===== src/hdl/assert_macros.svh =====
// Assertion macros shared by the RTL files.
`ifndef ASSERT_MACROS_SVH
`define ASSERT_MACROS_SVH
`ifndef SYNTHESIS
// Same-cycle implication.
`define ASSERT_IMPLIES(label, clk, rst, ante, cons) \
   label: assert property (@(posedge clk) disable iff (rst) (ante) |-> (cons)) \
      else $error("assertion failed");
// Next-cycle implication.
`define ASSERT_NEXT(label, clk, rst, ante, cons) \
   label: assert property (@(posedge clk) disable iff (rst) (ante) |=> (cons)) \
      else $error("assertion failed");
// Invariant.
`define ASSERT_ALWAYS(label, clk, rst, cond) \
   label: assert property (@(posedge clk) disable iff (rst) (cond)) \
      else $error("assertion failed");
`else
`define ASSERT_IMPLIES(label, clk, rst, ante, cons)
`define ASSERT_NEXT(label, clk, rst, ante, cons)
`define ASSERT_ALWAYS(label, clk, rst, cond)
`endif
`endif


===== src/hdl/eadsr_pkg.sv =====
// Shared constants, codes and helpers of the exponential ADSR envelope.
package eadsr_pkg;

   localparam int LEVEL_WIDTH    = 24;
   localparam int SAMPLE_WIDTH   = 24;
   localparam int COEFF_WIDTH    = 24;
   localparam int SUSTAIN_WIDTH  = 23;
   localparam int FLAGS_WIDTH    = 2;
   localparam int LEVEL_FRAC     = 22;
   localparam int CSR_ADDR_WIDTH = 3;
   localparam int CSR_DATA_WIDTH = 24;
   localparam int MUL_WIDTH      = 25;
   localparam int PROD_WIDTH     = 2 * MUL_WIDTH;
   localparam int WIDE_WIDTH     = 28;

   typedef logic signed [LEVEL_WIDTH-1:0]  level_type;
   typedef logic signed [SAMPLE_WIDTH-1:0] sample_type;
   typedef logic [COEFF_WIDTH-1:0]         coeff_type;
   typedef logic signed [MUL_WIDTH-1:0]    mul_op_type;
   typedef logic signed [PROD_WIDTH-1:0]   prod_type;
   typedef logic signed [WIDE_WIDTH-1:0]   wide_type;
   typedef logic [2:0]                     phase_type;
   typedef logic [1:0]                     action_type;

   localparam phase_type PH_IDLE    = 3'd0;
   localparam phase_type PH_ATTACK  = 3'd1;
   localparam phase_type PH_DECAY   = 3'd2;
   localparam phase_type PH_SUSTAIN = 3'd3;
   localparam phase_type PH_RELEASE = 3'd4;

   localparam action_type ACT_TICK     = 2'd0;
   localparam action_type ACT_NOTE_ON  = 2'd1;
   localparam action_type ACT_NOTE_OFF = 2'd2;
   localparam action_type ACT_RESET    = 2'd3;

   localparam logic [CSR_ADDR_WIDTH-1:0] REG_ATTACK_COEFF   = 3'd0;
   localparam logic [CSR_ADDR_WIDTH-1:0] REG_ATTACK_OFFSET  = 3'd1;
   localparam logic [CSR_ADDR_WIDTH-1:0] REG_DECAY_COEFF    = 3'd2;
   localparam logic [CSR_ADDR_WIDTH-1:0] REG_DECAY_OFFSET   = 3'd3;
   localparam logic [CSR_ADDR_WIDTH-1:0] REG_RELEASE_COEFF  = 3'd4;
   localparam logic [CSR_ADDR_WIDTH-1:0] REG_RELEASE_OFFSET = 3'd5;
   localparam logic [CSR_ADDR_WIDTH-1:0] REG_SUSTAIN_LEVEL  = 3'd6;
   localparam logic [CSR_ADDR_WIDTH-1:0] REG_ZERO_TIME      = 3'd7;

   localparam level_type LEVEL_ONE  = 24'sh400000;
   localparam level_type LEVEL_ZERO = 24'sh000000;
   localparam logic [SUSTAIN_WIDTH-1:0] SUSTAIN_RESET = 23'd3355443;

   localparam wide_type SAT_HI = 28'sh07FFFFF;
   localparam wide_type SAT_LO = 28'shF800000;

   // Clamp a wide signed value to the 24-bit signed range.
   function automatic level_type sat24(input wide_type v);
      level_type r;
      if (v > SAT_HI) begin
         r = SAT_HI[LEVEL_WIDTH-1:0];
      end else if (v < SAT_LO) begin
         r = SAT_LO[LEVEL_WIDTH-1:0];
      end else begin
         r = v[LEVEL_WIDTH-1:0];
      end
      return r;
   endfunction

endpackage


===== src/hdl/eadsr_req_if.sv =====
// Request channel interface: action and sample in.
interface eadsr_req_if;
   logic                                     valid;
   logic                                     ready;
   logic [1:0]                               action;
   logic signed [eadsr_pkg::SAMPLE_WIDTH-1:0] sample_in;

   modport source (output valid, output action, output sample_in, input ready);
   modport sink (input valid, input action, input sample_in, output ready);
endinterface


===== src/hdl/eadsr_rsp_if.sv =====
// Response channel interface: level, phase and scaled sample out.
interface eadsr_rsp_if;
   logic                                     valid;
   logic                                     ready;
   logic signed [eadsr_pkg::LEVEL_WIDTH-1:0]  envelope_level;
   logic [2:0]                               phase;
   logic signed [eadsr_pkg::SAMPLE_WIDTH-1:0] sample_out;

   modport source (output valid, output envelope_level, output phase, output sample_out,
                   input ready);
   modport sink (input valid, input envelope_level, input phase, input sample_out,
                 output ready);
endinterface


===== src/hdl/eadsr_mul.sv =====
// Shared signed multiplier with registered product.
module eadsr_mul (
   input  logic                                   clock,
   input  logic signed [eadsr_pkg::MUL_WIDTH-1:0]  op_a,
   input  logic signed [eadsr_pkg::MUL_WIDTH-1:0]  op_b,
   output logic signed [eadsr_pkg::PROD_WIDTH-1:0] prod
);
   import eadsr_pkg::*;

   prod_type prod_ff;

   always_ff @(posedge clock) begin
      prod_ff <= op_a * op_b;
   end

   assign prod = prod_ff;

endmodule


===== src/hdl/exponential_adsr_envelope_top.sv =====
// Exponential ADSR envelope top level: sequencer, state and config registers.
// A tick in attack, decay or release steps through ST_SEG, ST_UPD, ST_SMP and ST_OUT; a tick in
// idle or sustain through ST_SMP and ST_OUT; note on, note off and reset through ST_CMD.
// Only one transaction is in flight at a time: the single shared 25x25 multiplier (segment
// product, then sample product) and its sequencer take no new request until the response is loaded.
// Reset (synchronous, active high): phase idle, level 0, registers to defaults.
`include "assert_macros.svh"
module exponential_adsr_envelope_top (
   input  logic                                     clock,
   input  logic                                     reset,
   eadsr_req_if.sink                                req_chan,
   eadsr_rsp_if.source                              rsp_chan,
   input  logic                                     csr_we,
   input  logic [eadsr_pkg::CSR_ADDR_WIDTH-1:0]     csr_addr,
   input  logic [eadsr_pkg::CSR_DATA_WIDTH-1:0]     csr_wdata
);
   import eadsr_pkg::*;

   // Sequencer states
   localparam logic [2:0] ST_IDLE = 3'd0;  // ready for a transaction
   localparam logic [2:0] ST_SEG  = 3'd1;  // level * coeff in the multiplier
   localparam logic [2:0] ST_UPD  = 3'd2;  // add offset, saturate, phase change
   localparam logic [2:0] ST_SMP  = 3'd3;  // sample * new level in the multiplier
   localparam logic [2:0] ST_OUT  = 3'd4;  // scale, saturate, load response
   localparam logic [2:0] ST_CMD  = 3'd5;  // note on / note off / reset

   // Configuration registers
   coeff_type                  atk_coeff_ff, dec_coeff_ff, rel_coeff_ff;
   level_type                  atk_off_ff, dec_off_ff, rel_off_ff;
   logic [SUSTAIN_WIDTH-1:0]   sustain_ff;
   logic [FLAGS_WIDTH-1:0]     flags_ff;

   // Sequencer and envelope state
   logic [2:0]  state_ff, state_in;
   action_type  action_ff, action_in;
   sample_type  smp_ff, smp_in;
   level_type   level_ff, level_in;
   phase_type   phase_ff, phase_in;

   // Response register
   logic        rsp_valid_ff, rsp_valid_in;
   level_type   rsp_level_ff, rsp_level_in;
   phase_type   rsp_phase_ff, rsp_phase_in;
   sample_type  rsp_sample_ff, rsp_sample_in;

   logic        accept;
   logic        out_free;
   logic        rsp_load;
   logic        zero_attack, zero_release;
   logic        active_phase;
   logic        was_idle;

   mul_op_type  op_a, op_b;
   prod_type    prod;

   coeff_type   coeff_sel;
   level_type   offset_sel;
   logic signed [COEFF_WIDTH+1:0] seg_shift;
   wide_type    seg_sum;
   level_type   seg_level;
   level_type   scaled;
   level_type   cmd_level;
   phase_type   cmd_phase;

   assign zero_attack  = flags_ff[0];
   assign zero_release = flags_ff[1];
   assign active_phase = (phase_ff == PH_ATTACK) || (phase_ff == PH_DECAY) ||
                         (phase_ff == PH_RELEASE);
   // Out-of-range codes count as idle.
   assign was_idle     = !(phase_ff inside {PH_ATTACK, PH_DECAY, PH_SUSTAIN, PH_RELEASE});

   assign req_chan.ready = (state_ff == ST_IDLE);
   assign accept         = req_chan.valid && req_chan.ready;
   assign out_free       = !rsp_valid_ff || rsp_chan.ready;

   // Segment parameters follow the current phase.
   always_comb begin
      case (phase_ff)
         PH_ATTACK: begin
            coeff_sel  = atk_coeff_ff;
            offset_sel = atk_off_ff;
         end
         PH_DECAY: begin
            coeff_sel  = dec_coeff_ff;
            offset_sel = dec_off_ff;
         end
         default: begin
            coeff_sel  = rel_coeff_ff;
            offset_sel = rel_off_ff;
         end
      endcase
   end

   // Operand select for the shared multiplier; the sample product is held
   // while the output stage waits for a free response slot.
   always_comb begin
      case (state_ff)
         ST_SMP, ST_OUT: begin
            op_a = {smp_ff[SAMPLE_WIDTH-1], smp_ff};
            op_b = {level_ff[LEVEL_WIDTH-1], level_ff};
         end
         default: begin
            op_a = {level_ff[LEVEL_WIDTH-1], level_ff};
            op_b = {1'b0, coeff_sel};
         end
      endcase
   end

   eadsr_mul u_mul (
      .clock (clock),
      .op_a  (op_a),
      .op_b  (op_b),
      .prod  (prod)
   );

   // Segment: floor(level*coeff / 2^24) + offset, saturated.
   assign seg_shift = prod[PROD_WIDTH-1:COEFF_WIDTH];
   assign seg_sum   = {{(WIDE_WIDTH-COEFF_WIDTH-2){seg_shift[COEFF_WIDTH+1]}}, seg_shift} +
                      {{(WIDE_WIDTH-LEVEL_WIDTH){offset_sel[LEVEL_WIDTH-1]}}, offset_sel};
   assign seg_level = sat24(seg_sum);

   // Sample: floor(sample*level / 2^22), saturated.
   assign scaled = sat24(prod[PROD_WIDTH-1:LEVEL_FRAC]);

   // Note on / note off / reset actions.
   always_comb begin
      cmd_level = level_ff;
      cmd_phase = phase_ff;
      case (action_ff)
         ACT_NOTE_ON: begin
            cmd_phase = zero_attack ? PH_DECAY : PH_ATTACK;
            if (was_idle) begin
               cmd_level = zero_attack ? LEVEL_ONE : LEVEL_ZERO;
            end
         end
         ACT_NOTE_OFF: begin
            cmd_phase = (level_ff > LEVEL_ZERO) ? PH_RELEASE : PH_IDLE;
         end
         default: begin
            cmd_phase = PH_IDLE;
            cmd_level = LEVEL_ZERO;
         end
      endcase
   end

   // Sequencer
   always_comb begin
      state_in      = state_ff;
      action_in     = action_ff;
      smp_in        = smp_ff;
      level_in      = level_ff;
      phase_in      = phase_ff;
      rsp_load      = 1'b0;
      rsp_level_in  = rsp_level_ff;
      rsp_phase_in  = rsp_phase_ff;
      rsp_sample_in = rsp_sample_ff;
      case (state_ff)
         ST_IDLE: begin
            if (accept) begin
               action_in = req_chan.action;
               smp_in    = req_chan.sample_in;
               if (req_chan.action != ACT_TICK) begin
                  state_in = ST_CMD;
               end else if (active_phase) begin
                  state_in = ST_SEG;
               end else begin
                  state_in = ST_SMP;
               end
            end
         end
         ST_SEG: begin
            state_in = ST_UPD;
         end
         ST_UPD: begin
            level_in = seg_level;
            case (phase_ff)
               PH_ATTACK: begin
                  if (seg_level >= LEVEL_ONE || zero_attack) begin
                     level_in = LEVEL_ONE;
                     phase_in = PH_DECAY;
                  end
               end
               PH_DECAY: begin
                  if (seg_level <= $signed({1'b0, sustain_ff})) begin
                     phase_in = PH_SUSTAIN;
                  end
               end
               default: begin
                  if (seg_level <= LEVEL_ZERO || zero_release) begin
                     level_in = LEVEL_ZERO;
                     phase_in = PH_IDLE;
                  end
               end
            endcase
            state_in = ST_SMP;
         end
         ST_SMP: begin
            state_in = ST_OUT;
         end
         ST_OUT: begin
            if (out_free) begin
               rsp_load      = 1'b1;
               rsp_level_in  = level_ff;
               rsp_phase_in  = phase_ff;
               rsp_sample_in = scaled;
               state_in      = ST_IDLE;
            end
         end
         ST_CMD: begin
            if (out_free) begin
               rsp_load      = 1'b1;
               level_in      = cmd_level;
               phase_in      = cmd_phase;
               rsp_level_in  = cmd_level;
               rsp_phase_in  = cmd_phase;
               rsp_sample_in = '0;
               state_in      = ST_IDLE;
            end
         end
         default: begin
            state_in = ST_IDLE;
         end
      endcase
   end

   always_comb begin
      rsp_valid_in = rsp_valid_ff;
      if (rsp_load) begin
         rsp_valid_in = 1'b1;
      end else if (rsp_chan.ready) begin
         rsp_valid_in = 1'b0;
      end
   end

   always_ff @(posedge clock) begin
      if (reset) begin
         state_ff     <= ST_IDLE;
         level_ff     <= LEVEL_ZERO;
         phase_ff     <= PH_IDLE;
         rsp_valid_ff <= 1'b0;
      end else begin
         state_ff     <= state_in;
         level_ff     <= level_in;
         phase_ff     <= phase_in;
         rsp_valid_ff <= rsp_valid_in;
      end
   end

   // Payload registers
   always_ff @(posedge clock) begin
      action_ff     <= action_in;
      smp_ff        <= smp_in;
      rsp_level_ff  <= rsp_level_in;
      rsp_phase_ff  <= rsp_phase_in;
      rsp_sample_ff <= rsp_sample_in;
   end

   // Configuration writes
   always_ff @(posedge clock) begin
      if (reset) begin
         atk_coeff_ff <= '0;
         atk_off_ff   <= LEVEL_ZERO;
         dec_coeff_ff <= '0;
         dec_off_ff   <= LEVEL_ZERO;
         rel_coeff_ff <= '0;
         rel_off_ff   <= LEVEL_ZERO;
         sustain_ff   <= SUSTAIN_RESET;
         flags_ff     <= '0;
      end else if (csr_we) begin
         case (csr_addr)
            REG_ATTACK_COEFF:   atk_coeff_ff <= csr_wdata[COEFF_WIDTH-1:0];
            REG_ATTACK_OFFSET:  atk_off_ff   <= csr_wdata[LEVEL_WIDTH-1:0];
            REG_DECAY_COEFF:    dec_coeff_ff <= csr_wdata[COEFF_WIDTH-1:0];
            REG_DECAY_OFFSET:   dec_off_ff   <= csr_wdata[LEVEL_WIDTH-1:0];
            REG_RELEASE_COEFF:  rel_coeff_ff <= csr_wdata[COEFF_WIDTH-1:0];
            REG_RELEASE_OFFSET: rel_off_ff   <= csr_wdata[LEVEL_WIDTH-1:0];
            REG_SUSTAIN_LEVEL:  sustain_ff   <= csr_wdata[SUSTAIN_WIDTH-1:0];
            REG_ZERO_TIME:      flags_ff     <= csr_wdata[FLAGS_WIDTH-1:0];
            default: ;
         endcase
      end
   end

   assign rsp_chan.valid          = rsp_valid_ff;
   assign rsp_chan.envelope_level = rsp_level_ff;
   assign rsp_chan.phase          = rsp_phase_ff;
   assign rsp_chan.sample_out     = rsp_sample_ff;

   // After an accepted transaction the block is not ready in the next cycle.
   `ASSERT_NEXT(a_busy_after_accept, clock, reset, accept, !req_chan.ready)
   // A response load always shows up as a valid response.
   `ASSERT_NEXT(a_load_shows_valid, clock, reset, rsp_load, rsp_valid_ff)
   // Commands never carry a scaled sample.
   `ASSERT_NEXT(a_cmd_sample_zero, clock, reset, rsp_load && (state_ff == ST_CMD),
                rsp_sample_ff == '0)
   // Phase stays within the defined codes.
   `ASSERT_ALWAYS(a_phase_range, clock, reset, phase_ff <= PH_RELEASE)

endmodule

===== src/flat_wrapper.sv =====
// flat-port wrapper written by rule: the top's interface ports become plain ports
module exponential_adsr_envelope_top_flat import eadsr_pkg::*;
  (clock, reset, csr_we, csr_addr, csr_wdata, req_chan_valid, req_chan_action, req_chan_sample_in, req_chan_ready, rsp_chan_valid, rsp_chan_envelope_level, rsp_chan_phase, rsp_chan_sample_out, rsp_chan_ready);
  eadsr_req_if req_chan_i ();
  eadsr_rsp_if rsp_chan_i ();
  input  logic clock;
  input  logic reset;
  input  logic csr_we;
  input  logic [eadsr_pkg::CSR_ADDR_WIDTH-1:0] csr_addr;
  input  logic [eadsr_pkg::CSR_DATA_WIDTH-1:0] csr_wdata;
  input wire logic [$bits(req_chan_i.valid)-1:0] req_chan_valid;
  input wire logic [$bits(req_chan_i.action)-1:0] req_chan_action;
  input wire logic [$bits(req_chan_i.sample_in)-1:0] req_chan_sample_in;
  output wire logic [$bits(req_chan_i.ready)-1:0] req_chan_ready;
  output wire logic [$bits(rsp_chan_i.valid)-1:0] rsp_chan_valid;
  output wire logic [$bits(rsp_chan_i.envelope_level)-1:0] rsp_chan_envelope_level;
  output wire logic [$bits(rsp_chan_i.phase)-1:0] rsp_chan_phase;
  output wire logic [$bits(rsp_chan_i.sample_out)-1:0] rsp_chan_sample_out;
  input wire logic [$bits(rsp_chan_i.ready)-1:0] rsp_chan_ready;
  assign req_chan_i.valid = req_chan_valid;
  assign req_chan_i.action = req_chan_action;
  assign req_chan_i.sample_in = req_chan_sample_in;
  assign req_chan_ready = req_chan_i.ready;
  assign rsp_chan_valid = rsp_chan_i.valid;
  assign rsp_chan_envelope_level = rsp_chan_i.envelope_level;
  assign rsp_chan_phase = rsp_chan_i.phase;
  assign rsp_chan_sample_out = rsp_chan_i.sample_out;
  assign rsp_chan_i.ready = rsp_chan_ready;
  exponential_adsr_envelope_top u_core (.clock(clock), .reset(reset), .req_chan(req_chan_i), .rsp_chan(rsp_chan_i), .csr_we(csr_we), .csr_addr(csr_addr), .csr_wdata(csr_wdata));
endmodule

===== config.mk =====
export PLATFORM = sky130hd
export DESIGN_NAME = exponential_adsr_envelope_top_flat
export DESIGN_NICKNAME = d
export VERILOG_FILES = /design/src/hdl/eadsr_pkg.sv /design/src/hdl/eadsr_req_if.sv /design/src/hdl/eadsr_rsp_if.sv /design/src/hdl/eadsr_mul.sv /design/src/hdl/exponential_adsr_envelope_top.sv /design/src/flat_wrapper.sv
export VERILOG_INCLUDE_DIRS = /design/src /design/src/hdl
export SDC_FILE = /design/constraint.sdc
export NUM_CORES = 2
export LEC_CHECK = 0
export ABC_AREA = 0
export BUFFER_PORTS_ARGS = -buffer_cell sky130_fd_sc_hd__buf_4
export CELL_PAD_IN_SITES_DETAIL_PLACEMENT = 0
export CELL_PAD_IN_SITES_GLOBAL_PLACEMENT = 1
export CORE_AREA = 3 3 349 351
export CTS_CLUSTER_DIAMETER = 80
export DETAILED_ROUTE_END_ITERATION = 7
export DIE_AREA = 0 0 352 354
export PLACE_DENSITY_LB_ADDON = 0.1
export SLEW_MARGIN = 30
export SYNTH_ARGS = -nofsm -noshare
export SYNTH_HDL_FRONTEND = slang
export SYNTH_SLANG_ARGS = --single-unit

===== constraint.sdc =====
create_clock -name clock -period 18.6 [get_ports clock]
set_clock_uncertainty 0.1 [all_clocks]
set_input_delay 3.72 -clock clock [delete_from_list [all_inputs] [get_ports clock]]
set_output_delay 3.72 -clock clock [all_outputs]
set_load 0.01 [all_outputs]

==> impl_metrics.yaml <==
timing:
  max_freq_mhz: 93.5
  hold_viol: 0
  fin_crit_sh: 0.575
  maxSlewHeadroom: 0.308
  drv_slew: 0
  tightestPinTransition_ns: 1.03
  min_period_ns: 10.70
  rsz0062_at_grt: "false"
  setup_viol: 0
  setup_slack_ns: 7.90
  final.setup.tns_ns: 0
critical_path:
  start_kind: "flop"
  reg2reg_depth: 31
  critPathTopFamily: "adder cells"
  critPathBufInv: 7
  crit_path_max_incr_delay_ns: 0.63
  critPathMostFrequentCell: "fa_1"
  worstReg2RegStart: "u_core.phase_ff[2]"
  cp.arrival_ns: 11.07
  crit_fanout: 32
  regToRegSetupSlack_ns: 7.90
  rr_endpoint: "u_core.u_mul.prod[42]"
  worstSetupPathType: "flop to flop"
  cp_slowest_cell: "a21o_1"
  critPathRequiredTime_ns: 18.97
  end_kind: "flop"
  cp.depth: 31
floorplan:
  num_io_pins: 111
  die_w_um: 352
  num_rows: 127
  die_h_um: 354
  coreArea_um2: 119000
  die_area_um2: 125000
  initial_utilization: 0.299
grt:
  gr-usage-met3: 0.0384
  overflow: 0
  first_global_vias: 29400
  grt_busiest_layer: "met2"
  grt_usage: 0.226
  use_met1: 0.318
  grt_pass1_wl_um: 207000
  use_met2: 0.362
  grt_max_degree: 81
  antenna_found_initial: 3
drt:
  via_per_inst: 4.81
  antenna_left: 0
  vias: 27500
  drc: 0
  routed_wl_um: 140000
  drt_iter0_markers: 1720
  wl_per_cell_um: 24.4
  firstDrtPassIters: 5
power:
  ir_drop_uv: 66.2
  powerDensity_nw_per_um2: 76.1
  cellLeakagePower_uw: 0.0172
job:
  max_cap_violations: 0
logic_synthesis:
  synth_compound_area_frac: 0.109
  avgSynthCellArea_um2: 8.84
  synth-seq-cells: 305
  synthAdderAreaFrac: 0.428
  netlist_area_um2: 35700
  synthSimpleGateAreaFrac: 0.155
  ys_seq_area_frac: 0.193
  synth_ff_type: "dfxtp_1"
  synth_top_family_by_area: "adder cells"
  synth.net_count: 4928
  async_reset_ff_frac: 0
  synth_edf_count: 77
  syn_inst: 4036
  yosysWarnings: 0
  synth_mux_area_frac: 0.0140
  synthXorXnorAreaFrac: 0.0125
  yosys.cell_types.count: 81
hold_path:
  min-delay-start: "u_core.rel_off_ff[4]"
  hold_class: "flop to flop"
  hold_depth: 2
  hold_end: "u_core.rel_off_ff[4]"
clock_tree:
  path_clk_slew_ns: 0.06
  clk_path_buf_depth: 3
  clockRootBuffer: "clkbuf_16"
  hold_buffers: 0
  clock_sinks: 305
  clk_latency_ns: 0.58
  cts-buffers-inserted: 39
  h-tree-depth: 2
  cts_setup_buffers: 0
  cts_tree: "built"
  post_cts_resize_count: 0
placement:
  place.gp.congestion: 0.855
  io_buffers: 110
  place_ws_ns: 7.79
  hpwl_um: 113000
finish:
  drive_above_1_share: 0.0802
  nets: 4976
  areaGrowthSynthToFinish_pct: 11.6
  post-route-util: 0.334
  layout_commonest_cell: "nand2_1"
  final_cell_mix: "833 x nand2_1, 672 x inv_1, 643 x fa_1, 279 x nor2_1, 276 x a21oi_1"
run_status:
  outcome: "finished, final reports clean"
## state kept, by name, summed over array words and instances (netlist names)
| register | flops |
|---|---|
| u_core.action_ff | 2 |
| u_core.atk_coeff_ff | 24 |
| u_core.atk_off_ff | 24 |
| u_core.dec_coeff_ff | 24 |
| u_core.dec_off_ff | 24 |
| u_core.flags_ff | 2 |
| u_core.level_ff | 24 |
| u_core.phase_ff | 3 |
| u_core.rel_coeff_ff | 24 |
| u_core.rel_off_ff | 24 |
| u_core.rsp_chan.envelope_level | 24 |
| u_core.rsp_chan.phase | 3 |
| u_core.rsp_chan.sample_out | 24 |
| u_core.rsp_chan.valid | 1 |
| u_core.smp_ff | 24 |
| u_core.state_ff | 3 |
| u_core.sustain_ff | 23 |
| u_core.u_mul.prod | 28 |
## tightest hold or removal path, cell delays in order (launching register included)
cell     delay [ns]
dfxtp_1        0.31
nand2_1        0.05
a21oi_1        0.05
## per-stage QoR
| step | std cells | cell area (µm²) | hold WS [ns] | total power [µW] |
|---|---|---|---|---|
| 6_report | 5726 | 39800 | 0.353 | 3030 |
| 5_1_grt | 5725 | 39800 | 0.371 | 3210 |
| 4_1_cts | 5724 | 39800 | 0.355 | 3060 |
| 3_5_place_dp | 5654 | 38500 | 0.346 | 2300 |
| 3_3_place_gp | 5654 | 38500 | 0.341 | 2310 |
| 2_1_floorplan | 4036 | 35700 | 0.336 | 1650 |
## metal layers
metal	part of all wire	wire, µm	up-vias
met5	0	0	-
li1	-	-	12800
met4	0.028	3940	0
met3	0.054	7520	145
met1	0.46	64800	14000
met2	0.46	63700	643
## synth_stat cells, drive strengths merged, types with 4 or more instances
cell type | number | share of area
a21o | 49 | 0.010
fa | 643 | 0.36
buf | 13 | 0.0015
a211o | 4 | 0.00098
a22oi | 41 | 0.0086
nor4 | 13 | 0.0027
xor2 | 13 | 0.0032
ha | 191 | 0.067
o21a | 37 | 0.0078
nor2 | 287 | 0.030
a31oi | 6 | 0.0011
a2111oi | 5 | 0.0012
a211oi | 13 | 0.0029
o31ai | 4 | 0.00084
or2 | 18 | 0.0032
nand2b | 14 | 0.0025
nor2b | 16 | 0.0028
and2 | 43 | 0.0075
a21oi | 281 | 0.039
o2111ai | 7 | 0.0017
inv | 672 | 0.071
o21bai | 6 | 0.0013
a311oi | 5 | 0.0012
xnor2 | 38 | 0.0093
edfxtp | 77 | 0.065
nand3 | 27 | 0.0038
mux2i | 25 | 0.0070
o211ai | 30 | 0.0063
nor3 | 25 | 0.0035
o21ai | 84 | 0.012
a2111o | 5 | 0.0016
a22o | 11 | 0.0027
and3 | 13 | 0.0023
dfxtp | 228 | 0.13
nand4 | 18 | 0.0032
clkbuf | 164 | 0.017
nand2 | 834 | 0.088
mux2 | 22 | 0.0069
## kinds of logic after synthesis
| group | Yosys count |
|---|---|
| AO/OA/AOI/OAI | 620 |
| XOR/XNOR | 51 |
| adder cells (fa/ha/maj) | 834 |
| buffers and inverters | 849 |
| flip-flops | 305 |
| multiplexers | 47 |
| AND/OR/NAND/NOR | 1330 |
## report_power, final
part / total (µW) / switching (µW) / internal [µW]
registers: 878 / 96.2 / 782
clock network: 740 / 328 / 413
logic: 1410 / 972 / 439
## area by class of cell
| type | count | area (µm²) |
|---|---|---|
| well taps | 1612 | 2020 |
| multi-input cells | 2882 | 25800 |
| diodes | 1 | 2.50 |
| clock inverters | 25 | 209 |
| fillers | 12600 | 79500 |
| flip-flops and latches | 305 | 6880 |
| repair buffers | 184 | 1400 |
| inverters | 672 | 2520 |
| clock buffers | 45 | 1020 |
## worst max path at each step
stage	start	to	slack, ns
3_5_place_dp	u_core.phase_ff[2]	u_core.u_mul.prod[42]	7.79
3_3_place_gp	u_core.phase_ff[2]	u_core.u_mul.prod[42]	7.84
4_1_cts	u_core.phase_ff[2]	u_core.u_mul.prod[42]	7.74
5_1_grt	u_core.phase_ff[2]	u_core.u_mul.prod[42]	7.37
6_report	u_core.phase_ff[2]	u_core.u_mul.prod[42]	7.90
2_1_floorplan	u_core.state_ff[1]	u_core.u_mul.prod[42]	9.28
Note: power is estimated with default switching activity, not from simulation.
